[src/rtl/core/assert_macros.svh]
// Assertion macros shared by the RTL files.
// No dependencies; included by the files that carry assertions.
`ifndef ASSERT_MACROS_SVH
`define ASSERT_MACROS_SVH

// Same-cycle implication, disabled while reset is high.
`define ASSERT_IMPLIES(label, clk, rst, ante, cons, msg) \
   label: assert property (@(posedge clk) disable iff (rst) (ante) |-> (cons)) \
      else $error(msg);

// Next-cycle implication, disabled while reset is high.
`define ASSERT_NEXT(label, clk, rst, ante, cons, msg) \
   label: assert property (@(posedge clk) disable iff (rst) (ante) |=> (cons)) \
      else $error(msg);

`endif

[src/rtl/core/gnsdm_pkg.sv]
// Shared types and constants for the board distance map block.
// No dependencies; used by gnsdm_ctrl, gnsdm_dp and the top level.
`timescale 1ns / 1ps
package gnsdm_pkg;

   localparam int OP_W    = 2;
   localparam int ROW_W   = 4;
   localparam int COL_W   = 4;
   localparam int COUNT_W = 8;
   localparam int DIST_W  = 5;

   localparam logic [OP_W-1:0] OP_PLACE   = 2'd0;
   localparam logic [OP_W-1:0] OP_DESTROY = 2'd1;
   localparam logic [OP_W-1:0] OP_CLEAR   = 2'd2;
   localparam logic [OP_W-1:0] OP_QUERY   = 2'd3;

   localparam logic [DIST_W-1:0]  DIST_MAX      = 5'd31;
   localparam logic [DIST_W-1:0]  DIST_OCCUPIED = 5'd1;
   localparam logic [COUNT_W-1:0] COUNT_MAX     = 8'd255;

   // read address select
   localparam int RD_SEL_W = 2;
   localparam logic [RD_SEL_W-1:0] RD_CELL = 2'd0;
   localparam logic [RD_SEL_W-1:0] RD_REQ  = 2'd1;
   localparam logic [RD_SEL_W-1:0] RD_SRC  = 2'd2;

   // write modes
   localparam int WR_MODE_W = 3;
   localparam logic [WR_MODE_W-1:0] WR_NONE    = 3'd0;
   localparam logic [WR_MODE_W-1:0] WR_ZERO    = 3'd1;
   localparam logic [WR_MODE_W-1:0] WR_PLACE   = 3'd2;
   localparam logic [WR_MODE_W-1:0] WR_DESTROY = 3'd3;
   localparam logic [WR_MODE_W-1:0] WR_INIT    = 3'd4;
   localparam logic [WR_MODE_W-1:0] WR_MERGE   = 3'd5;

   // occupant counter operations
   localparam int CNT_OP_W = 2;
   localparam logic [CNT_OP_W-1:0] CNT_HOLD = 2'd0;
   localparam logic [CNT_OP_W-1:0] CNT_INC  = 2'd1;
   localparam logic [CNT_OP_W-1:0] CNT_DEC  = 2'd2;
   localparam logic [CNT_OP_W-1:0] CNT_CLR  = 2'd3;

   typedef struct packed {
      logic [OP_W-1:0]  op;
      logic [ROW_W-1:0] row;
      logic [COL_W-1:0] col;
   } gnsdm_req_type;

   typedef struct packed {
      logic [COUNT_W-1:0] occupant_count;
      logic [DIST_W-1:0]  cell_distance;
      logic               cell_occupied;
      logic               cell_destroyed;
   } gnsdm_rsp_type;

   // one board cell as stored in the RAM
   typedef struct packed {
      logic              destroyed;
      logic              occupied;
      logic [DIST_W-1:0] distance;
   } gnsdm_cell_type;

   typedef struct packed {
      logic                 accept;
      logic                 cell_clr;
      logic                 cell_inc;
      logic                 src_clr;
      logic                 src_inc;
      logic                 rd_en;
      logic [RD_SEL_W-1:0]  rd_sel;
      logic [WR_MODE_W-1:0] wr_mode;
      logic [CNT_OP_W-1:0]  cnt_op;
      logic                 rsp_load;
   } gnsdm_cmd_type;

   typedef struct packed {
      logic [OP_W-1:0] in_op;
      logic            in_addr_ok;
      logic            cell_last;
      logic            src_last;
      logic            rd_occupied;
   } gnsdm_status_type;

endpackage

[src/rtl/core/gnsdm_ctrl.sv]
// Sequencer for the board distance map: walks the RAM sweeps for each op.
// Uses gnsdm_pkg command/status types; drives gnsdm_dp.
`timescale 1ns / 1ps
module gnsdm_ctrl (
   input  logic                        clock,
   input  logic                        reset,
   input  logic                        req_valid,
   output logic                        req_ready,
   output logic                        rsp_valid,
   input  logic                        rsp_ready,
   input  gnsdm_pkg::gnsdm_status_type status,
   output gnsdm_pkg::gnsdm_cmd_type    cmd
);
   import gnsdm_pkg::*;

   localparam int ST_W = 5;
   localparam logic [ST_W-1:0] S_BOOT    = 5'd0;
   localparam logic [ST_W-1:0] S_IDLE    = 5'd1;
   localparam logic [ST_W-1:0] S_CLR     = 5'd2;
   localparam logic [ST_W-1:0] S_PL_RD   = 5'd3;
   localparam logic [ST_W-1:0] S_PL_WR   = 5'd4;
   localparam logic [ST_W-1:0] S_MG_RD   = 5'd5;
   localparam logic [ST_W-1:0] S_MG_WR   = 5'd6;
   localparam logic [ST_W-1:0] S_DS_RD   = 5'd7;
   localparam logic [ST_W-1:0] S_DS_WR   = 5'd8;
   localparam logic [ST_W-1:0] S_IN_RD   = 5'd9;
   localparam logic [ST_W-1:0] S_IN_WR   = 5'd10;
   localparam logic [ST_W-1:0] S_SR_RD   = 5'd11;
   localparam logic [ST_W-1:0] S_SR_CHK  = 5'd12;
   localparam logic [ST_W-1:0] S_RB_RD   = 5'd13;
   localparam logic [ST_W-1:0] S_RB_WR   = 5'd14;
   localparam logic [ST_W-1:0] S_RSP_RD  = 5'd15;
   localparam logic [ST_W-1:0] S_RSP_CAP = 5'd16;

   logic [ST_W-1:0] state_ff, state_in;
   logic            rsp_valid_ff, rsp_valid_in;

   always_comb begin
      cmd          = '0;
      req_ready    = 1'b0;
      state_in     = state_ff;
      rsp_valid_in = rsp_valid_ff && !rsp_ready;
      case (state_ff)
         S_BOOT: begin
            cmd.wr_mode  = WR_ZERO;
            cmd.cell_inc = 1'b1;
            if (status.cell_last) state_in = S_IDLE;
         end
         S_IDLE: begin
            req_ready = 1'b1;
            if (req_valid) begin
               cmd.accept   = 1'b1;
               cmd.cell_clr = 1'b1;
               case (status.in_op)
                  OP_CLEAR:   state_in = S_CLR;
                  OP_PLACE:   state_in = status.in_addr_ok ? S_PL_RD : S_RSP_RD;
                  OP_DESTROY: state_in = status.in_addr_ok ? S_DS_RD : S_RSP_RD;
                  default:    state_in = S_RSP_RD;
               endcase
            end
         end
         S_CLR: begin
            cmd.wr_mode  = WR_ZERO;
            cmd.cell_inc = 1'b1;
            cmd.cnt_op   = CNT_CLR;
            if (status.cell_last) state_in = S_RSP_RD;
         end
         S_PL_RD: begin
            cmd.rd_en  = 1'b1;
            cmd.rd_sel = RD_REQ;
            state_in   = S_PL_WR;
         end
         S_PL_WR: begin
            cmd.wr_mode = WR_PLACE;
            cmd.cnt_op  = CNT_INC;
            state_in    = S_MG_RD;
         end
         S_MG_RD: begin
            cmd.rd_en  = 1'b1;
            cmd.rd_sel = RD_CELL;
            state_in   = S_MG_WR;
         end
         S_MG_WR: begin
            cmd.wr_mode  = WR_MERGE;
            cmd.cell_inc = 1'b1;
            state_in     = status.cell_last ? S_RSP_RD : S_MG_RD;
         end
         S_DS_RD: begin
            cmd.rd_en  = 1'b1;
            cmd.rd_sel = RD_REQ;
            state_in   = S_DS_WR;
         end
         S_DS_WR: begin
            cmd.wr_mode = WR_DESTROY;
            if (status.rd_occupied) begin
               cmd.cnt_op = CNT_DEC;
               state_in   = S_IN_RD;
            end else begin
               state_in = S_RSP_RD;
            end
         end
         S_IN_RD: begin
            cmd.rd_en  = 1'b1;
            cmd.rd_sel = RD_CELL;
            state_in   = S_IN_WR;
         end
         S_IN_WR: begin
            cmd.wr_mode  = WR_INIT;
            cmd.cell_inc = 1'b1;
            if (status.cell_last) begin
               cmd.src_clr = 1'b1;
               state_in    = S_SR_RD;
            end else begin
               state_in = S_IN_RD;
            end
         end
         S_SR_RD: begin
            cmd.rd_en  = 1'b1;
            cmd.rd_sel = RD_SRC;
            state_in   = S_SR_CHK;
         end
         S_SR_CHK: begin
            if (status.rd_occupied) begin
               cmd.cell_clr = 1'b1;
               state_in     = S_RB_RD;
            end else if (status.src_last) begin
               state_in = S_RSP_RD;
            end else begin
               cmd.src_inc = 1'b1;
               state_in    = S_SR_RD;
            end
         end
         S_RB_RD: begin
            cmd.rd_en  = 1'b1;
            cmd.rd_sel = RD_CELL;
            state_in   = S_RB_WR;
         end
         S_RB_WR: begin
            cmd.wr_mode  = WR_MERGE;
            cmd.cell_inc = 1'b1;
            if (!status.cell_last) begin
               state_in = S_RB_RD;
            end else if (status.src_last) begin
               state_in = S_RSP_RD;
            end else begin
               cmd.src_inc = 1'b1;
               state_in    = S_SR_RD;
            end
         end
         S_RSP_RD: begin
            cmd.rd_en  = 1'b1;
            cmd.rd_sel = RD_REQ;
            state_in   = S_RSP_CAP;
         end
         S_RSP_CAP: begin
            // wait here only while the previous result is still held
            if (!rsp_valid_ff || rsp_ready) begin
               cmd.rsp_load = 1'b1;
               rsp_valid_in = 1'b1;
               state_in     = S_IDLE;
            end
         end
         default: state_in = S_BOOT;
      endcase
   end

   always_ff @(posedge clock) begin
      if (reset) begin
         state_ff     <= S_BOOT;
         rsp_valid_ff <= 1'b0;
      end else begin
         state_ff     <= state_in;
         rsp_valid_ff <= rsp_valid_in;
      end
   end

   assign rsp_valid = rsp_valid_ff;
endmodule

[config.mk]
export PLATFORM = sky130hd
export DESIGN_NAME = gnsdm_ctrl
export DESIGN_NICKNAME = d
export VERILOG_FILES = /design/src/rtl/core/assert_macros.svh /design/src/rtl/core/gnsdm_pkg.sv /design/src/rtl/core/gnsdm_ctrl.sv
export SDC_FILE = /design/constraint.sdc
export NUM_CORES = 1
export LEC_CHECK = 0
export ABC_AREA = 1
export BUFFER_PORTS_ARGS = -buffer_cell sky130_fd_sc_hd__buf_2
export CAP_MARGIN = 15
export CORE_MARGIN = 8
export CORE_UTILIZATION = 42
export CTS_CLUSTER_SIZE = 25
export DETAILED_ROUTE_END_ITERATION = 10
export GPL_ROUTABILITY_DRIVEN = 0
export PLACE_DENSITY = 0.76
export SYNTH_ARGS = -nofsm -noshare
export SYNTH_HDL_FRONTEND = slang
export SYNTH_SLANG_ARGS = --single-unit
[constraint.sdc]
create_clock -name clock -period 1.2 [get_ports clock]
set_input_delay 0.06 -clock clock [delete_from_list [all_inputs] [get_ports clock]]
set_output_delay 0.06 -clock clock [all_outputs]
set_load 0.02 [all_outputs]
==> results of run 1 <==
kinds of logic after synthesis:
kind of cell / after synthesis / synth area share
AO/OA/AOI/OAI: 18 / 0.158
buffers and inverters: 21 / 0.121
flip-flops: 6 / 0.185
AND/OR/NAND/NOR: 75 / 0.536
metrics by stage:
step	cells	utilization
4_1_cts	194	0.873
3_5_place_dp	180	0.668
3_3_place_gp	180	0.668
2_1_floorplan	120	-
timing repair:
action	in CTS
endpoints found under the setup margin	20
endpoints found under the hold margin	0
buffers inserted	11
resized for setup	57
pin swaps	15
==> flow_summary.json, run 1 <==
{
  "syn_nets": 130,
  "grt_max_degree": 7,
  "synth.distinct_cells": 18,
  "ys_warn_count": 0,
  "error": "[ERROR DPL-0038] Utilization greater than 100%, impossible to legalize",
  "clock-sinks": 6,
  "die_h_um": 55.3,
  "syn_inst": 120,
  "h-tree-depth": 1,
  "lastStage": "global routing",
  "synth_seq_cells": 6,
  "synth_top_area_frac": 0.185,
  "synth_area_leaders": "dfxtp_1, nand2_1, nor2_1, inv_1, nand3_1",
  "worst-ep-kind": "primary output",
  "ys_top_cells_by_count": "nand2_1, nor2_1, inv_1, nand3_1",
  "async_flop_share": 0,
  "syn_area_sq_um": 649,
  "post_dp_cell_area_sq_um": 982,
  "status": "did not finish",
  "die_w_um": 55.3,
  "yosysMostFrequentCell": "nand2_1",
  "clock-root-buffer": "clkbuf_4",
  "synth_area_per_cell_sq_um": 5.41,
  "ios": 26,
  "synth_seq_area_share": 0.185,
  "place_ws_ps": -176,
  "numCtsBuffers": 3,
  "synth_edf_count": 0,
  "post-synth-top-area-cell": "dfxtp_1",
  "core.rowCount": 14,
  "dp_hpwl_mm": 1.87,
  "cts_hold_buffers": 0,
  "synth-main-ff-cell": "dfxtp_1",
  "clockBufferDepth": 2,
  "start_util": 0.441,
  "io_buffers": 25,
  "globalroute.repair_timing.worst_endpoint": "cmd[11]"
}
==> inputs of run 2 (changes only) <==
Settings changed: CORE_AREA from default to 8 8 69 71, CORE_MARGIN 8 to default, CORE_UTILIZATION 42 to default, CTS_CLUSTER_SIZE 25 to default, DIE_AREA from default to 0 0 77 79, PLACE_DENSITY 0.76 to default, PLACE_DENSITY_LB_ADDON from default to 0.15.
Clock period 1.2 ns to 1.6 ns, I/O delays scaled along.
==> flow_summary.json, run 2 <==
{
  "status": "complete, no violations",
  "post_drt_wl_per_cell_um": 11.5,
  "grt_max_degree": 8,
  "cp.required_ps": 1520,
  "ios": 26,
  "synth_area_per_cell_sq_um": 5.41,
  "crit_chain": "nand2_1 -> nor2_4 -> nand2_2 -> o21ai_2 -> inv_1 -> nor2_1 -> buf_2",
  "top_register": "state_ff",
  "fill_cells": 469,
  "synth_seq_area_share": 0.185,
  "overflow": 0,
  "ant_nets": 0,
  "drive_above_1_share": 0.331,
  "yosysMostFrequentCell": "nand2_1",
  "io_buffers": 25,
  "drv_slew": 0,
  "layout.nets": 160,
  "cellLeakagePower_nw": 0.525,
  "finalSetupViolCount": 0,
  "dp_hpwl_mm": 1.91,
  "synth-main-ff-cell": "dfxtp_1",
  "reg2reg_depth": 8,
  "syn_area_sq_um": 649,
  "grt_antenna_before_repair": 0,
  "start_kind": "register",
  "fin_skew_ps": 0.861,
  "vias": 813,
  "numCtsBuffers": 3,
  "die_w_um": 77,
  "grt_pass1_vias": 863,
  "dr.pass1.iters": 4,
  "ys_warn_count": 0,
  "mostFrequentLayoutCells": "nand2_1, buf_2, nor2_1, inv_1",
  "post-route-drc-count": 0,
  "drtIter0Drc": 27,
  "ys_top_cells_by_count": "nand2_1, nor2_1, inv_1, nand3_1",
  "tightest_slew_ps": 339,
  "area_growth_pct": 39.7,
  "grt_pass1_wl_mm": 3.80,
  "synth_edf_count": 0,
  "clkTransAtPathRegs_ps": 30,
  "critPathLaunch": "state_ff[2]$_SDFFE_PP0P_",
  "fin_area_sq_um": 907,
  "hp-class": "primary input to register",
  "die_area_sq_um": 6080,
  "async_flop_share": 0,
  "synth_seq_cells": 6,
  "crit_type": "register to primary output",
  "cts_tree": "done",
  "antenna-diode-count": 0,
  "fmax_ghz": 0.659,
  "slew_headroom": 0.774,
  "tns_ps": 0,
  "critPathCaptureType": "primary output",
  "synth_top_area_frac": 0.185,
  "largest_reg_flops": 5,
  "start_util": 0.171,
  "clock_latency_ps": 220,
  "fin_crit_sh": 0.948,
  "cp_slowest_cell": "dfxtp_2",
  "cp_slowest_stage_delay_ps": 400,
  "rsz0062_at_grt": "yes",
  "syn_nets": 130,
  "whs_ps": 98.3,
  "r2r_end": "state_ff[1]$_SDFFE_PP0P_",
  "core-area_sq_um": 3800,
  "track_usage": 0.0748,
  "clockBufferDepth": 2,
  "critical_path_arrival_ps": 1440,
  "min_period_ps": 1520,
  "drv_cap": 0,
  "r2r-start": "state_ff[2]$_SDFFE_PP0P_",
  "critPathMaxFanout": 5,
  "post-synth-top-area-cell": "dfxtp_1",
  "post_dp_cell_area_sq_um": 837,
  "critPathCapture": "cmd[9]",
  "synth.distinct_cells": 18,
  "clock-root-buffer": "clkbuf_8",
  "syn_inst": 120,
  "synth_area_leaders": "dfxtp_1, nand2_1, nor2_1, inv_1, nand3_1",
  "regToRegSetupSlack_ps": 140,
  "totalPowerFinal_mw": 1.76,
  "final-hold-violation-count": 0,
  "peakVddDrop_v": 0.000573,
  "vias_per_cell": 4.11,
  "final_common_cell": "nand2_1",
  "core.rowCount": 23,
  "cts_hold_buffers": 0,
  "die_h_um": 79,
  "clock-sinks": 6,
  "wl_mm": 2.27,
  "h-tree-depth": 1,
  "pwr_density_cell_nw_per_um2": 1950
}
[run 2: cell counts after synthesis]
No cell type changed its count.
[run 2: through the flow]
step	util	setup slack, ps	std cells
after floorplan	-	273	120
after global placement	0.220	109	195
after detailed placement	0.220	163	195
after CTS	0.233	-0.829	198
after global routing	0.239	-16.8	198
final	0.239	83.2	198
[run 2: power breakdown]
group	switching (mW)	total, mW	internal (mW)
clock network	0.0574	0.218	0.161
logic	0.847	1.25	0.403
registers	0.0921	0.296	0.204
total	0.997	1.76	0.768
[run 2: worst min-delay path by stage]
stage / startpoint / endpoint / slack [ps] / depth (start not counted)
5_1_grt: reset / state_ff[2]$_SDFFE_PP0P_ / 130 / 2
2_1_floorplan: reset / rsp_valid$_SDFF_PP0_ / 150 / 1
3_3_place_gp: reset / state_ff[3]$_SDFFE_PP0P_ / 330 / 2
6_report: reset / state_ff[2]$_SDFFE_PP0P_ / 100 / 2
4_1_cts: reset / state_ff[4]$_SDFFE_PP0P_ / 110 / 2
3_5_place_dp: reset / state_ff[3]$_SDFFE_PP0P_ / 330 / 2
[run 2: layer usage]
metal | global-route usage | routed length (um) | up-vias | part of all wire
met2 | 0.110 | 1020 | 23 | 0.45
met1 | 0.0964 | 1140 | 350 | 0.50
met4 | 0.0377 | 6 | 0 | 0.0026
met3 | 0.0226 | 115 | 2 | 0.051
met5 | 0 | 0 | - | 0
li1 | - | - | 438 | -
[run 2: kinds of logic (layout without fill, tap and decap cells)]
group           Yosys count  in the layout  share of synthesized area
simple gates             75             75                      0.536
buf+inv                  21             49                      0.121
compound gates           18             18                      0.158
flops                     6              6                      0.185
[run 2: layout make-up]
class	instances	area [sq um]	area share
Timing Repair Buffer	25	125	0.138
Inverter	21	78.8	0.0869
Tap cell	50	62.6	0.0690
Multi-Input combinational cell	93	475	0.524
Sequential cell	6	124	0.137
Clock buffer	3	41.3	0.0455
[run 2: worst max-delay path: cells and delay by family, from the launching register on]
kind | cells | cell delay (ps)
DFF | 1 | 400
AOI/OAI and AO/OA | 1 | 150
buffers and inverters | 2 | 210
and+or+nand+nor | 4 | 470
[run 2: repair_timing]
| action | in CTS | in global routing |
|---|---|---|
| setup buffers | 0 | 0 |
| resized for setup | 2 | 8 |
| setup endpoints to repair | 3 | 6 |
No activity file was read; power rests on OpenSTA's default activity.
