### config.mk
export PLATFORM = sky130hd
export DESIGN_NAME = gnsdm_dp
export DESIGN_NICKNAME = d
export VERILOG_FILES = /design/src/rtl/core/assert_macros.svh /design/src/rtl/core/gnsdm_pkg.sv /design/src/rtl/core/gnsdm_ram.sv /design/src/rtl/core/gnsdm_dp.sv
export SDC_FILE = /design/constraint.sdc
export NUM_CORES = 1
export LEC_CHECK = 0
export BUFFER_PORTS_ARGS = -buffer_cell sky130_fd_sc_hd__clkbuf_2
export CAP_MARGIN = 40
export CELL_PAD_IN_SITES_DETAIL_PLACEMENT = 1
export CELL_PAD_IN_SITES_GLOBAL_PLACEMENT = 1
export CORE_MARGIN = 3
export CORE_UTILIZATION = 25
export CTS_BUF_LIST = sky130_fd_sc_hd__clkbuf_4 sky130_fd_sc_hd__clkbuf_8
export DETAILED_ROUTE_END_ITERATION = 16
export MAX_ROUTING_LAYER = met4
export PLACE_DENSITY_LB_ADDON = 0.1
export SYNTH_ARGS = -nofsm -noshare
export SYNTH_HDL_FRONTEND = slang
export SYNTH_SLANG_ARGS = --single-unit
### constraint.sdc
create_clock -name clock -period 6.95 [get_ports clock]
set_clock_uncertainty 0.1 [all_clocks]
set_input_delay 0.695 -clock clock [delete_from_list [all_inputs] [get_ports clock]]
set_output_delay 0.695 -clock clock [all_outputs]
set_load 0.02 [all_outputs]
### src/rtl/core/assert_macros.svh
// Assertion macros shared by the RTL files.
// No dependencies; included by the files that carry assertions.
`ifndef ASSERT_MACROS_SVH
`define ASSERT_MACROS_SVH

// Same-cycle implication, disabled while reset is high.
`define ASSERT_IMPLIES(label, clk, rst, ante, cons, msg) \
   label: assert property (@(posedge clk) disable iff (rst) (ante) |-> (cons)) \
      else $error(msg);

// Next-cycle implication, disabled while reset is high.
`define ASSERT_NEXT(label, clk, rst, ante, cons, msg) \
   label: assert property (@(posedge clk) disable iff (rst) (ante) |=> (cons)) \
      else $error(msg);

`endif

### src/rtl/core/gnsdm_pkg.sv
// Shared types and constants for the board distance map block.
// No dependencies; used by gnsdm_ctrl, gnsdm_dp and the top level.
`timescale 1ns / 1ps
package gnsdm_pkg;

   localparam int OP_W    = 2;
   localparam int ROW_W   = 4;
   localparam int COL_W   = 4;
   localparam int COUNT_W = 8;
   localparam int DIST_W  = 5;

   localparam logic [OP_W-1:0] OP_PLACE   = 2'd0;
   localparam logic [OP_W-1:0] OP_DESTROY = 2'd1;
   localparam logic [OP_W-1:0] OP_CLEAR   = 2'd2;
   localparam logic [OP_W-1:0] OP_QUERY   = 2'd3;

   localparam logic [DIST_W-1:0]  DIST_MAX      = 5'd31;
   localparam logic [DIST_W-1:0]  DIST_OCCUPIED = 5'd1;
   localparam logic [COUNT_W-1:0] COUNT_MAX     = 8'd255;

   // read address select
   localparam int RD_SEL_W = 2;
   localparam logic [RD_SEL_W-1:0] RD_CELL = 2'd0;
   localparam logic [RD_SEL_W-1:0] RD_REQ  = 2'd1;
   localparam logic [RD_SEL_W-1:0] RD_SRC  = 2'd2;

   // write modes
   localparam int WR_MODE_W = 3;
   localparam logic [WR_MODE_W-1:0] WR_NONE    = 3'd0;
   localparam logic [WR_MODE_W-1:0] WR_ZERO    = 3'd1;
   localparam logic [WR_MODE_W-1:0] WR_PLACE   = 3'd2;
   localparam logic [WR_MODE_W-1:0] WR_DESTROY = 3'd3;
   localparam logic [WR_MODE_W-1:0] WR_INIT    = 3'd4;
   localparam logic [WR_MODE_W-1:0] WR_MERGE   = 3'd5;

   // occupant counter operations
   localparam int CNT_OP_W = 2;
   localparam logic [CNT_OP_W-1:0] CNT_HOLD = 2'd0;
   localparam logic [CNT_OP_W-1:0] CNT_INC  = 2'd1;
   localparam logic [CNT_OP_W-1:0] CNT_DEC  = 2'd2;
   localparam logic [CNT_OP_W-1:0] CNT_CLR  = 2'd3;

   typedef struct packed {
      logic [OP_W-1:0]  op;
      logic [ROW_W-1:0] row;
      logic [COL_W-1:0] col;
   } gnsdm_req_type;

   typedef struct packed {
      logic [COUNT_W-1:0] occupant_count;
      logic [DIST_W-1:0]  cell_distance;
      logic               cell_occupied;
      logic               cell_destroyed;
   } gnsdm_rsp_type;

   // one board cell as stored in the RAM
   typedef struct packed {
      logic              destroyed;
      logic              occupied;
      logic [DIST_W-1:0] distance;
   } gnsdm_cell_type;

   typedef struct packed {
      logic                 accept;
      logic                 cell_clr;
      logic                 cell_inc;
      logic                 src_clr;
      logic                 src_inc;
      logic                 rd_en;
      logic [RD_SEL_W-1:0]  rd_sel;
      logic [WR_MODE_W-1:0] wr_mode;
      logic [CNT_OP_W-1:0]  cnt_op;
      logic                 rsp_load;
   } gnsdm_cmd_type;

   typedef struct packed {
      logic [OP_W-1:0] in_op;
      logic            in_addr_ok;
      logic            cell_last;
      logic            src_last;
      logic            rd_occupied;
   } gnsdm_status_type;

endpackage

### src/rtl/core/gnsdm_ram.sv
// Generic simple dual-port RAM: one write port, one registered read port.
// No dependencies.
`timescale 1ns / 1ps
module gnsdm_ram #(
   parameter int WIDTH = 7,
   parameter int DEPTH = 100
) (
   input  logic                     clock,
   input  logic                     wr_en,
   input  logic [$clog2(DEPTH)-1:0] wr_addr,
   input  logic [WIDTH-1:0]         wr_data,
   input  logic                     rd_en,
   input  logic [$clog2(DEPTH)-1:0] rd_addr,
   output logic [WIDTH-1:0]         rd_data
);
   logic [WIDTH-1:0] mem_ff [DEPTH];
   logic [WIDTH-1:0] rd_data_ff;

   always_ff @(posedge clock) begin
      if (wr_en) begin
         mem_ff[wr_addr] <= wr_data;
      end
      if (rd_en) begin
         rd_data_ff <= mem_ff[rd_addr];
      end
   end

   assign rd_data = rd_data_ff;
endmodule

### src/rtl/core/gnsdm_dp.sv
// Datapath: cell RAM, cell and source walkers, distance unit, counter, result register.
// Uses gnsdm_pkg and gnsdm_ram; steered by gnsdm_ctrl.
`timescale 1ns / 1ps
module gnsdm_dp #(
   parameter int ROWS = 10,
   parameter int COLS = 10
) (
   input  logic                        clock,
   input  logic                        reset,
   input  gnsdm_pkg::gnsdm_cmd_type    cmd,
   input  gnsdm_pkg::gnsdm_req_type    in_req,
   output gnsdm_pkg::gnsdm_status_type status,
   output gnsdm_pkg::gnsdm_rsp_type    out_rsp
);
   import gnsdm_pkg::*;

   localparam int CELLS  = ROWS * COLS;
   localparam int RW     = $clog2(ROWS);
   localparam int CW     = $clog2(COLS);
   localparam int AW     = $clog2(CELLS);
   localparam int DW     = ((RW > CW) ? RW : CW) + 1;
   localparam int CELL_W = $bits(gnsdm_cell_type);

   logic [AW-1:0]      req_addr_ff;
   logic               addr_ok_ff;
   logic [RW-1:0]      cell_r_ff, cell_r_in, src_r_ff, src_r_in;
   logic [CW-1:0]      cell_c_ff, cell_c_in, src_c_ff, src_c_in;
   logic [AW-1:0]      cell_addr_ff, cell_addr_in, src_addr_ff, src_addr_in;
   logic [COUNT_W-1:0] count_ff, count_in;
   gnsdm_rsp_type      rsp_ff;

   logic               in_addr_ok;
   logic [AW-1:0]      in_addr;
   logic [AW-1:0]      rd_addr, wr_addr;
   logic               wr_en;
   logic [CELL_W-1:0]  ram_rd_data;
   gnsdm_cell_type     rd_word, wr_word;
   logic [RW-1:0]      dr;
   logic [CW-1:0]      dc;
   logic [DW-1:0]      dsum;
   logic [DIST_W-1:0]  new_dist;

   assign in_addr_ok = (32'(in_req.row) < 32'(ROWS)) && (32'(in_req.col) < 32'(COLS));
   assign in_addr    = AW'(32'(in_req.row) * 32'(COLS) + 32'(in_req.col));

   // cell walker: row, column and linear address move together
   always_comb begin
      cell_r_in    = cell_r_ff;
      cell_c_in    = cell_c_ff;
      cell_addr_in = cell_addr_ff;
      if (cmd.cell_clr) begin
         cell_r_in    = '0;
         cell_c_in    = '0;
         cell_addr_in = '0;
      end else if (cmd.cell_inc) begin
         cell_addr_in = cell_addr_ff + 1'b1;
         if (cell_c_ff == CW'(COLS - 1)) begin
            cell_c_in = '0;
            cell_r_in = cell_r_ff + 1'b1;
         end else begin
            cell_c_in = cell_c_ff + 1'b1;
         end
      end
   end

   // source walker, loaded with the addressed cell whenever a request is accepted
   always_comb begin
      src_r_in    = src_r_ff;
      src_c_in    = src_c_ff;
      src_addr_in = src_addr_ff;
      if (cmd.accept) begin
         src_r_in    = RW'(in_req.row);
         src_c_in    = CW'(in_req.col);
         src_addr_in = in_addr;
      end else if (cmd.src_clr) begin
         src_r_in    = '0;
         src_c_in    = '0;
         src_addr_in = '0;
      end else if (cmd.src_inc) begin
         src_addr_in = src_addr_ff + 1'b1;
         if (src_c_ff == CW'(COLS - 1)) begin
            src_c_in = '0;
            src_r_in = src_r_ff + 1'b1;
         end else begin
            src_c_in = src_c_ff + 1'b1;
         end
      end
   end

   always_comb begin
      count_in = count_ff;
      case (cmd.cnt_op)
         CNT_INC: if (count_ff != COUNT_MAX) count_in = count_ff + 1'b1;
         CNT_DEC: if (count_ff != '0) count_in = count_ff - 1'b1;
         CNT_CLR: count_in = '0;
         default: count_in = count_ff;
      endcase
   end

   always_comb begin
      case (cmd.rd_sel)
         RD_REQ:  rd_addr = req_addr_ff;
         RD_SRC:  rd_addr = src_addr_ff;
         default: rd_addr = cell_addr_ff;
      endcase
   end

   assign rd_word = gnsdm_cell_type'(ram_rd_data);

   // Manhattan distance from the current source, saturated
   assign dr       = (cell_r_ff > src_r_ff) ? cell_r_ff - src_r_ff : src_r_ff - cell_r_ff;
   assign dc       = (cell_c_ff > src_c_ff) ? cell_c_ff - src_c_ff : src_c_ff - cell_c_ff;
   assign dsum     = DW'(dr) + DW'(dc);
   assign new_dist = (32'(dsum) > 32'(DIST_MAX)) ? DIST_MAX : DIST_W'(dsum);

   always_comb begin
      wr_word = rd_word;
      case (cmd.wr_mode)
         WR_ZERO: wr_word = '0;
         WR_PLACE: begin
            wr_word.occupied = 1'b1;
            wr_word.distance = DIST_OCCUPIED;
         end
         WR_DESTROY: begin
            wr_word.destroyed = 1'b1;
            wr_word.occupied  = 1'b0;
         end
         WR_INIT: wr_word.distance = rd_word.occupied ? DIST_OCCUPIED : '0;
         WR_MERGE: begin
            // zero means no occupant seen yet; occupied cells keep their 1
            if (!rd_word.occupied &&
                (rd_word.distance == '0 || rd_word.distance > new_dist)) begin
               wr_word.distance = new_dist;
            end
         end
         default: wr_word = rd_word;
      endcase
   end

   assign wr_en   = (cmd.wr_mode != WR_NONE);
   assign wr_addr = (cmd.wr_mode == WR_PLACE || cmd.wr_mode == WR_DESTROY) ?
                    req_addr_ff : cell_addr_ff;

   gnsdm_ram #(
      .WIDTH (CELL_W),
      .DEPTH (CELLS)
   ) u_cell_ram (
      .clock   (clock),
      .wr_en   (wr_en),
      .wr_addr (wr_addr),
      .wr_data (CELL_W'(wr_word)),
      .rd_en   (cmd.rd_en),
      .rd_addr (rd_addr),
      .rd_data (ram_rd_data)
   );

   always_ff @(posedge clock) begin
      if (reset) begin
         cell_r_ff    <= '0;
         cell_c_ff    <= '0;
         cell_addr_ff <= '0;
         count_ff     <= '0;
      end else begin
         cell_r_ff    <= cell_r_in;
         cell_c_ff    <= cell_c_in;
         cell_addr_ff <= cell_addr_in;
         count_ff     <= count_in;
      end
   end

   always_ff @(posedge clock) begin
      src_r_ff    <= src_r_in;
      src_c_ff    <= src_c_in;
      src_addr_ff <= src_addr_in;
      if (cmd.accept) begin
         req_addr_ff <= in_addr;
         addr_ok_ff  <= in_addr_ok;
      end
      if (cmd.rsp_load) begin
         rsp_ff.occupant_count <= count_ff;
         rsp_ff.cell_distance  <= addr_ok_ff ? rd_word.distance : '0;
         rsp_ff.cell_occupied  <= addr_ok_ff && rd_word.occupied;
         rsp_ff.cell_destroyed <= addr_ok_ff && rd_word.destroyed;
      end
   end

   assign status.in_op       = in_req.op;
   assign status.in_addr_ok  = in_addr_ok;
   assign status.cell_last   = (cell_addr_ff == AW'(CELLS - 1));
   assign status.src_last    = (src_addr_ff == AW'(CELLS - 1));
   assign status.rd_occupied = rd_word.occupied;

   assign out_rsp = rsp_ff;
endmodule

==> results.cfg, run 1 <==
[critical_path]
cp_common_cell = a21oi_1
cp.required_ns = 7.48
cp_data_arrival_time_ns = 6.59
cp_cell_sequence = inv_1 > fa_1 > inv_1 > a21o_1 > a21oi_1 > a41oi_1 > mux2i_1 > ha_1 > a21o_1 > a21oi_1 > xor2_1 > ha_1 > o21a_1 > o21a_1 > o22ai_1 > a21oi_1 > o211ai_1 > a22o_4 > buf_12
critPathTopFamily = compound AO/OA/AOI/OAI gates
cpPeakStageDelay_ns = 0.69
critPathSlowestCell = o211ai_1
ff2ff_setup_slack_ns = 0.88
path_buf_inv = 3
rr_worst_depth = 19
r2r-start = cell_c_ff[1]$_SDFFE_PP0P_
critical_path_peak_fanout = 60
r2r-end = u_cell_ram.mem_ff[70][1]$_DFFE_PP_
critical_path_class = flip-flop to flip-flop
endpoint_kind = flip-flop
worst_setup_path_start_kind = flip-flop

[drt]
drt_iter0_drc = 1372
wl_per_cell_um = 24.9
detail-route-antenna-nets = 0
drt_wl_total_um = 111000
via_per_inst = 4.71
dr.pass1.iters = 5
num_vias = 21000
post-route-drc-count = 0

[floorplanning]
ioPinCount = 47
die_w_um = 366
row_count = 131
dieArea_sq_um = 134000
die_y_um = 366
core_sq_um = 128000
start_util_pct = 25.3

[timing]
max_freq_mhz = 165
worst_pin_slew_ns = 0.923
hold_violations = 0
max_slew_margin_pct = 38.2
setup-tns-final_ns = 0
setup_viol = 0
fin_crit_sh_pct = 87.3
grt_setup_unrepaired = no
drv_slew = 0
final.min_clock_period_ns = 6.07

[flow_run]
cap_violations = 0

[pwr]
comb_power_share_pct = 14.3
seqPwrFrac_pct = 47.0
pwr-share-clk_pct = 38.6
p_leak_nw = 13.1
internal_power_w = 0.00836
irDropWorstVdd_mv = 0.186
swShare_pct = 28.3
power_w = 0.0117
p_sw_w = 0.00330
power.density_nw_per_um2 = 304

[clocking]
root_buffer = clkbuf_8
cts_tree = done
clockBufferDepth = 3
numCtsBuffers = 148
clkTransAtPathRegs_ns = 0.05
clkLatencyLatePin_ns = 0.84
htree_levels = 4
cts.repair.resized = 0
cts_sinks = 768

[synthesis]
yosysTopAreaCell = edfxtp_1
syn_area_sq_um = 32400
synth_common_cells = edfxtp_1 (745), nand2_1 (543), nand3_1 (266)
synth_top_flop_cell = edfxtp_1
synth_top_area_share_pct = 69.1
syn_nets = 2519
synth_cell_type_count = 59
syn_area_per_cell_sq_um = 13.3
ys_ff_latch = 768
async_reset_ff_share_pct = 0
ys_seq_area_share_pct = 70.5
yosysWarnings = 0
synth_edf_count = 745
syn_inst = 2442
synth_area_leaders = edfxtp_1 (69%), nand2_1 (6.3%), nand3_1 (4.1%)
yosysMostFrequentCell = edfxtp_1

[grt]
grt_usage_pct = 16.9
grt_pass1_vias = 22400
grt_pass1_wl_um = 161000
antenna_found_initial = 4
grt_max_degree = 104
grt-ovfl-total = 0

[outcome]
outcome = completed

[final_layout]
final_util_pct = 29.9
area_delta_synth_final_pct = 18.3
drive_above_1_share_pct = 16.4
nets = 2696

[placed_design]
hpwl_um = 69500
gp_congestion = 0.779
port_buffers = 42

[hold_path]
min-delay-start = in_req[2]
hold_depth = 3
hold_end = src_c_ff[2]$_DFFE_PP_
hold_path.class = input port to flip-flop
## worst min-delay path: stages
cell,delay [ns]
clkbuf_2,0.13
nand2_1,0.06
o21ai_0,0.07
## worst max path at each step
stage / startpoint / end / depth (start not counted)
finish: cell_c_ff[1]$_SDFFE_PP0P_ / u_cell_ram.mem_ff[70][1]$_DFFE_PP_ / 19
global route: cell_c_ff[1]$_SDFFE_PP0P_ / u_cell_ram.mem_ff[70][1]$_DFFE_PP_ / 19
CTS: cell_c_ff[1]$_SDFFE_PP0P_ / u_cell_ram.mem_ff[21][1]$_DFFE_PP_ / 19
detailed placement: src_c_ff[0]$_DFFE_PP_ / u_cell_ram.mem_ff[16][1]$_DFFE_PP_ / 19
global placement: src_c_ff[0]$_DFFE_PP_ / u_cell_ram.mem_ff[70][1]$_DFFE_PP_ / 19
floorplan: src_c_ff[0]$_DFFE_PP_ / u_cell_ram.mem_ff[0][4]$_DFFE_PP_ / 18
## state kept, by name, summed over array words and instances (netlist names), 7 cells and up
register,cells
out_rsp,15
count_ff,8
req_addr_ff,7
u_cell_ram.rd_data,7
src_addr_ff,7
u_cell_ram.mem_ff,700
cell_addr_ff,7
## routing by layer
| metal | up-vias | GRT usage (%) | share of wire [%] | wire length (um) |
|---|---|---|---|---|
| met4 | 0 | 6.21 | 3.1 | 3440 |
| li1 | 9514 | - | - | - |
| met3 | 186 | 3.61 | 4.3 | 4760 |
| met2 | 429 | 26.3 | 47 | 52100 |
| met1 | 10900 | 21.7 | 46 | 50700 |
| met5 | - | - | 0 | 0 |
## what timing repair did
action,CTS,global route
setup buffers,0,0
hold endpoints to repair,8,0
hold buffers,2,0
## power by group through the flow
stage	Clock, W	Sequential (W)	Combinational, W
6_report	0.00451	0.00549	0.00167
5_1_grt	0.00487	0.00549	0.00184
4_1_cts	0.00468	0.00549	0.00172
3_5_place_dp	0	0.00558	0.00171
3_3_place_gp	0	0.00558	0.00167
2_1_floorplan	0	0.00560	0.000932
## cell families after synthesis
group / share of synthesized area (%)
buf+inv: 2.70
fa+ha+maj: 2.16
xor+xnor: 0.946
flops: 70.5
compound gates: 5.82
simple gates: 14.9
mux: 3.04
## cell type report
class,count,area [sq um]
sequential,768,22800
fill,13900,89800
antenna,3,7.51
timing repair buffer,168,1430
inverter,29,109
clock buffer,202,2490
tap,1729,2160
multi-input combinational,1504,8870
clock inverter,62,433
## stage by stage
step | std cells | instance area (sq um) | hold WS (ns) | setup WS [ns]
after global routing | 4465 | 38300 | 0.0910 | 0.487
final | 4465 | 38300 | 0.134 | 0.884
after floorplan | 2442 | 32400 | 0.365 | -0.134
after CTS | 4461 | 38300 | 0.0121 | 0.876
after global placement | 4162 | 35100 | 0.397 | 1.07
after detailed placement | 4195 | 35400 | 0.415 | 0.919
## placed cells by master, fill, tap and decap left out, types with 7 or more instances in the layout
cell type / netlist / routed
o21a_1: 10 / 9
and3_1: 44 / 44
clkinv_1: 0 / 41
a311oi_1: 12 / 12
nand2b_1: 8 / 7
o22ai_1: 15 / 15
edfxtp_1: 745 / 745
nand3b_1: 12 / 12
xor2_1: 14 / 14
dfxtp_1: 23 / 23
nor2_1: 139 / 135
nand3_1: 266 / 266
fa_1: 8 / 8
a22oi_1: 19 / 19
clkbuf_4: 0 / 46
nand4_1: 35 / 35
a21o_1: 11 / 11
nor2b_1: 10 / 10
a31oi_1: 46 / 46
buf_4: 13 / 97
ha_1: 43 / 43
and2_1: 9 / 9
buf_12: 1 / 16
mux4_1: 10 / 10
inv_1: 29 / 29
a21oi_1: 30 / 30
a211oi_1: 39 / 39
mux2i_1: 8 / 8
a32oi_1: 27 / 26
clkbuf_8: 0 / 156
o21ai_0: 42 / 39
clkbuf_2: 0 / 42
mux4_2: 28 / 28
nand2_1: 543 / 543
nor3_1: 14 / 10
xnor2_1: 21 / 21
Note: power is estimated with default switching activity, not from simulation.
==> run 2: changes to the inputs <==
--- a/config.mk
+++ b/config.mk
@@ -11,10 +11,11 @@
 export CELL_PAD_IN_SITES_GLOBAL_PLACEMENT = 1
 export CORE_MARGIN = 3
 export CORE_UTILIZATION = 25
-export CTS_BUF_LIST = sky130_fd_sc_hd__clkbuf_4 sky130_fd_sc_hd__clkbuf_8
+export CTS_BUF_LIST = sky130_fd_sc_hd__clkbuf_2
 export DETAILED_ROUTE_END_ITERATION = 16
 export MAX_ROUTING_LAYER = met4
 export PLACE_DENSITY_LB_ADDON = 0.1
 export SYNTH_ARGS = -nofsm -noshare
 export SYNTH_HDL_FRONTEND = slang
+export SYNTH_HIERARCHICAL = 1
 export SYNTH_SLANG_ARGS = --single-unit
==> constraint.sdc (replaced) <==
create_clock -name clock -period 6.95 [get_ports clock]
set_clock_uncertainty 0.1 [all_clocks]
set_input_delay 1.7375 -clock clock [delete_from_list [all_inputs] [get_ports clock]]
set_output_delay 1.7375 -clock clock [all_outputs]
set_load 0.02 [all_outputs]
==> run 2 against run 1 <==
  * Sequential share of layout area is 2.1 points higher
  * Sequential cell count stayed put
  * Sequential power hardly changed
  * Synthesized area is 2.1% lower
  * Final cell count is 14% lower
  * Combinational power is 16% lower
  * Wire length is 15% lower
  * Clock-buffer cell count is 112 higher
  * Fmax is 3.4% higher
  * Cell area is 3.4% lower
  * Register-to-register slack better by 0.20 ns
  * Critical path type unchanged
  * Largest power group unchanged
==> results.cfg, run 2 <==
[outcome]
outcome = completed

[timing]
max_freq_mhz = 170
setup_viol = 0
grt_setup_unrepaired = no
max_slew_margin_pct = 31.4
fin_crit_sh_pct = 84.4
hold_violations = 0
drv_slew = 0
worst_pin_slew_ns = 1.03
final.min_clock_period_ns = 5.87

[synthesis]
ys_ff_latch = 768
synth_top_area_share_pct = 70.6
syn_area_sq_um = 31700
yosysMostFrequentCell = edfxtp_1
syn_area_per_cell_sq_um = 18.8
ys_seq_area_share_pct = 72.0
synth_cell_type_count = 62
yosysWarnings = 6
yosysTopAreaCell = edfxtp_1
syn_nets = 1761
async_reset_ff_share_pct = 0
syn_inst = 1684
synth_edf_count = 745
synth_common_cells = edfxtp_1 (745), mux4_2 (190), nor2_1 (134)
synth_area_leaders = edfxtp_1 (71%), mux4_2 (13%), ha_1 (1.7%)
synth_top_flop_cell = edfxtp_1

[critical_path]
endpoint_kind = flip-flop
cp.required_ns = 8.07
critical_path_class = flip-flop to flip-flop
cpPeakStageDelay_ns = 0.53
cp_common_cell = ha_1
path_buf_inv = 2
cp_cell_sequence = ha_1 > inv_1 > fa_1 > a21o_1 > a21oi_1 > a41oi_1 > o21ai_0 > ha_1 > a21o_1 > a21oi_1 > xor2_1 > ha_1 > and4_1 > a221o_1 > o211ai_2 > a31o_1 > o2bb2ai_4 > buf_12
cp_data_arrival_time_ns = 6.99
critPathSlowestCell = o21ai_0
critical_path_peak_fanout = 68
worst_setup_path_start_kind = flip-flop
critPathTopFamily = compound AO/OA/AOI/OAI gates

[clocking]
htree_levels = 4
clkLatencyLatePin_ns = 1.54
root_buffer = clkbuf_2
numCtsBuffers = 211
cts_sinks = 768
cts_setup_buffers = 0
cts_tree = done
clockBufferDepth = 3
cts.repair.resized = 0
ctsHoldBuffers = 0
clkTransAtPathRegs_ns = 0.09

[grt]
grt_usage_pct = 14.9
grt_pass1_vias = 19100
antenna_found_initial = 4
grt_max_degree = 101
grt_pass1_wl_um = 136000
grt-ovfl-total = 0

[drt]
num_vias = 17300
post-route-drc-count = 0
via_per_inst = 4.51
wl_per_cell_um = 24.5
drt_wl_total_um = 93900
drt_iter0_drc = 1033
dr.pass1.iters = 5
detail-route-antenna-nets = 0

[floorplanning]
row_count = 130
start_util_pct = 25.2
die_y_um = 362
dieArea_sq_um = 131000
die_w_um = 362
core_sq_um = 126000
ioPinCount = 47

[final_layout]
area_delta_synth_final_pct = 16.7
largest_reg_flops = 700
instances_no_fill = 3831
final_util_pct = 29.4
final_common_cell = edfxtp_1
regMostFlops = u_cell_ram/mem_ff
final_cell_mix = edfxtp_1 (745), clkbuf_2 (356), mux4_2 (190), nor2_1 (134), buf_4 (133)
drive_above_1_share_pct = 34.5
nets = 2089

[flow_run]
cap_violations = 0

[placed_design]
hpwl_um = 62100
place_inst = 3447
port_buffers = 42
gp_congestion = 0.750

[pwr]
p_leak_nw = 12.1
power.density_nw_per_um2 = 274
irDropWorstVdd_mv = 0.140

[hold_path]
hold_path.class = input port to flip-flop
[run 2: power by group]
group / switching, W / total [W] / internal, W
clock network: 0.00193 / 0.00324 / 0.00132
logic: 0.000912 / 0.00140 / 0.000493
registers: 0.0000696 / 0.00547 / 0.00540
[run 2: path summary, 6_finish.rpt]
| path | depth (start not counted) | from | end | slack (ns) |
|---|---|---|---|---|
| max | 18 | src_r_ff[0]$_DFFE_PP_ | u_cell_ram/mem_ff[38][4]$_DFFE_PP_ | 1.08 |
| min | 1 | in_req[0] | req_addr_ff[0]$_DFFE_PP_ | 0.40 |
| max reg2reg | 18 | src_r_ff[0]$_DFFE_PP_ | u_cell_ram/mem_ff[38][4]$_DFFE_PP_ | 1.08 |
| min reg2reg | 0 | count_ff[4]$_SDFFE_PP0P_ | out_rsp[11]$_DFFE_PP_ | 0.43 |
[run 2: routing by layer]
metal / wire length [um] / GRT usage (%) / vias to the layer above
li1: - / - / 7601
met1: 42600 / 18.9 / 9148
met2: 45000 / 23.6 / 373
met3: 3990 / 3.16 / 154
met4: 2340 / 5.57 / 0
met5: 0 / - / -
[run 2: cells by family after synthesis]
family	Yosys count	share of synthesized area (%)
flip-flops	768	72.0
AND/OR/NAND/NOR	312	4.65
multiplexers	227	14.7
AO/OA/AOI/OAI	180	3.78
buffers and inverters	114	1.77
adder cells (fa/ha/maj)	51	2.20
XOR/XNOR	32	0.884
[run 2: layout make-up]
cell class | count | area [sq um]
sequential | 768 | 22800
antenna | 10 | 25.0
timing repair buffer | 196 | 1620
multi-input combinational | 802 | 8450
inverter | 33 | 124
fill | 13200 | 88700
tap | 1650 | 2060
clock inverter | 58 | 328
clock buffer | 314 | 1570
[run 2: metrics by stage]
step | setup WS, ns | cell area [sq um] | TNS (ns) | hold WS (ns) | total power [W]
after floorplan | -0.124 | 31700 | -37.24 | 0.366 | 0.00637
after global placement | 0.934 | 34800 | 0 | 0.415 | 0.00698
after detailed placement | 0.957 | 35100 | 0 | 0.429 | 0.00703
after CTS | 0.917 | 37000 | 0 | 0.0733 | 0.0104
after global routing | 0.655 | 37000 | 0 | 0.135 | 0.0107
final | 1.08 | 37000 | 0 | 0.396 | 0.0101
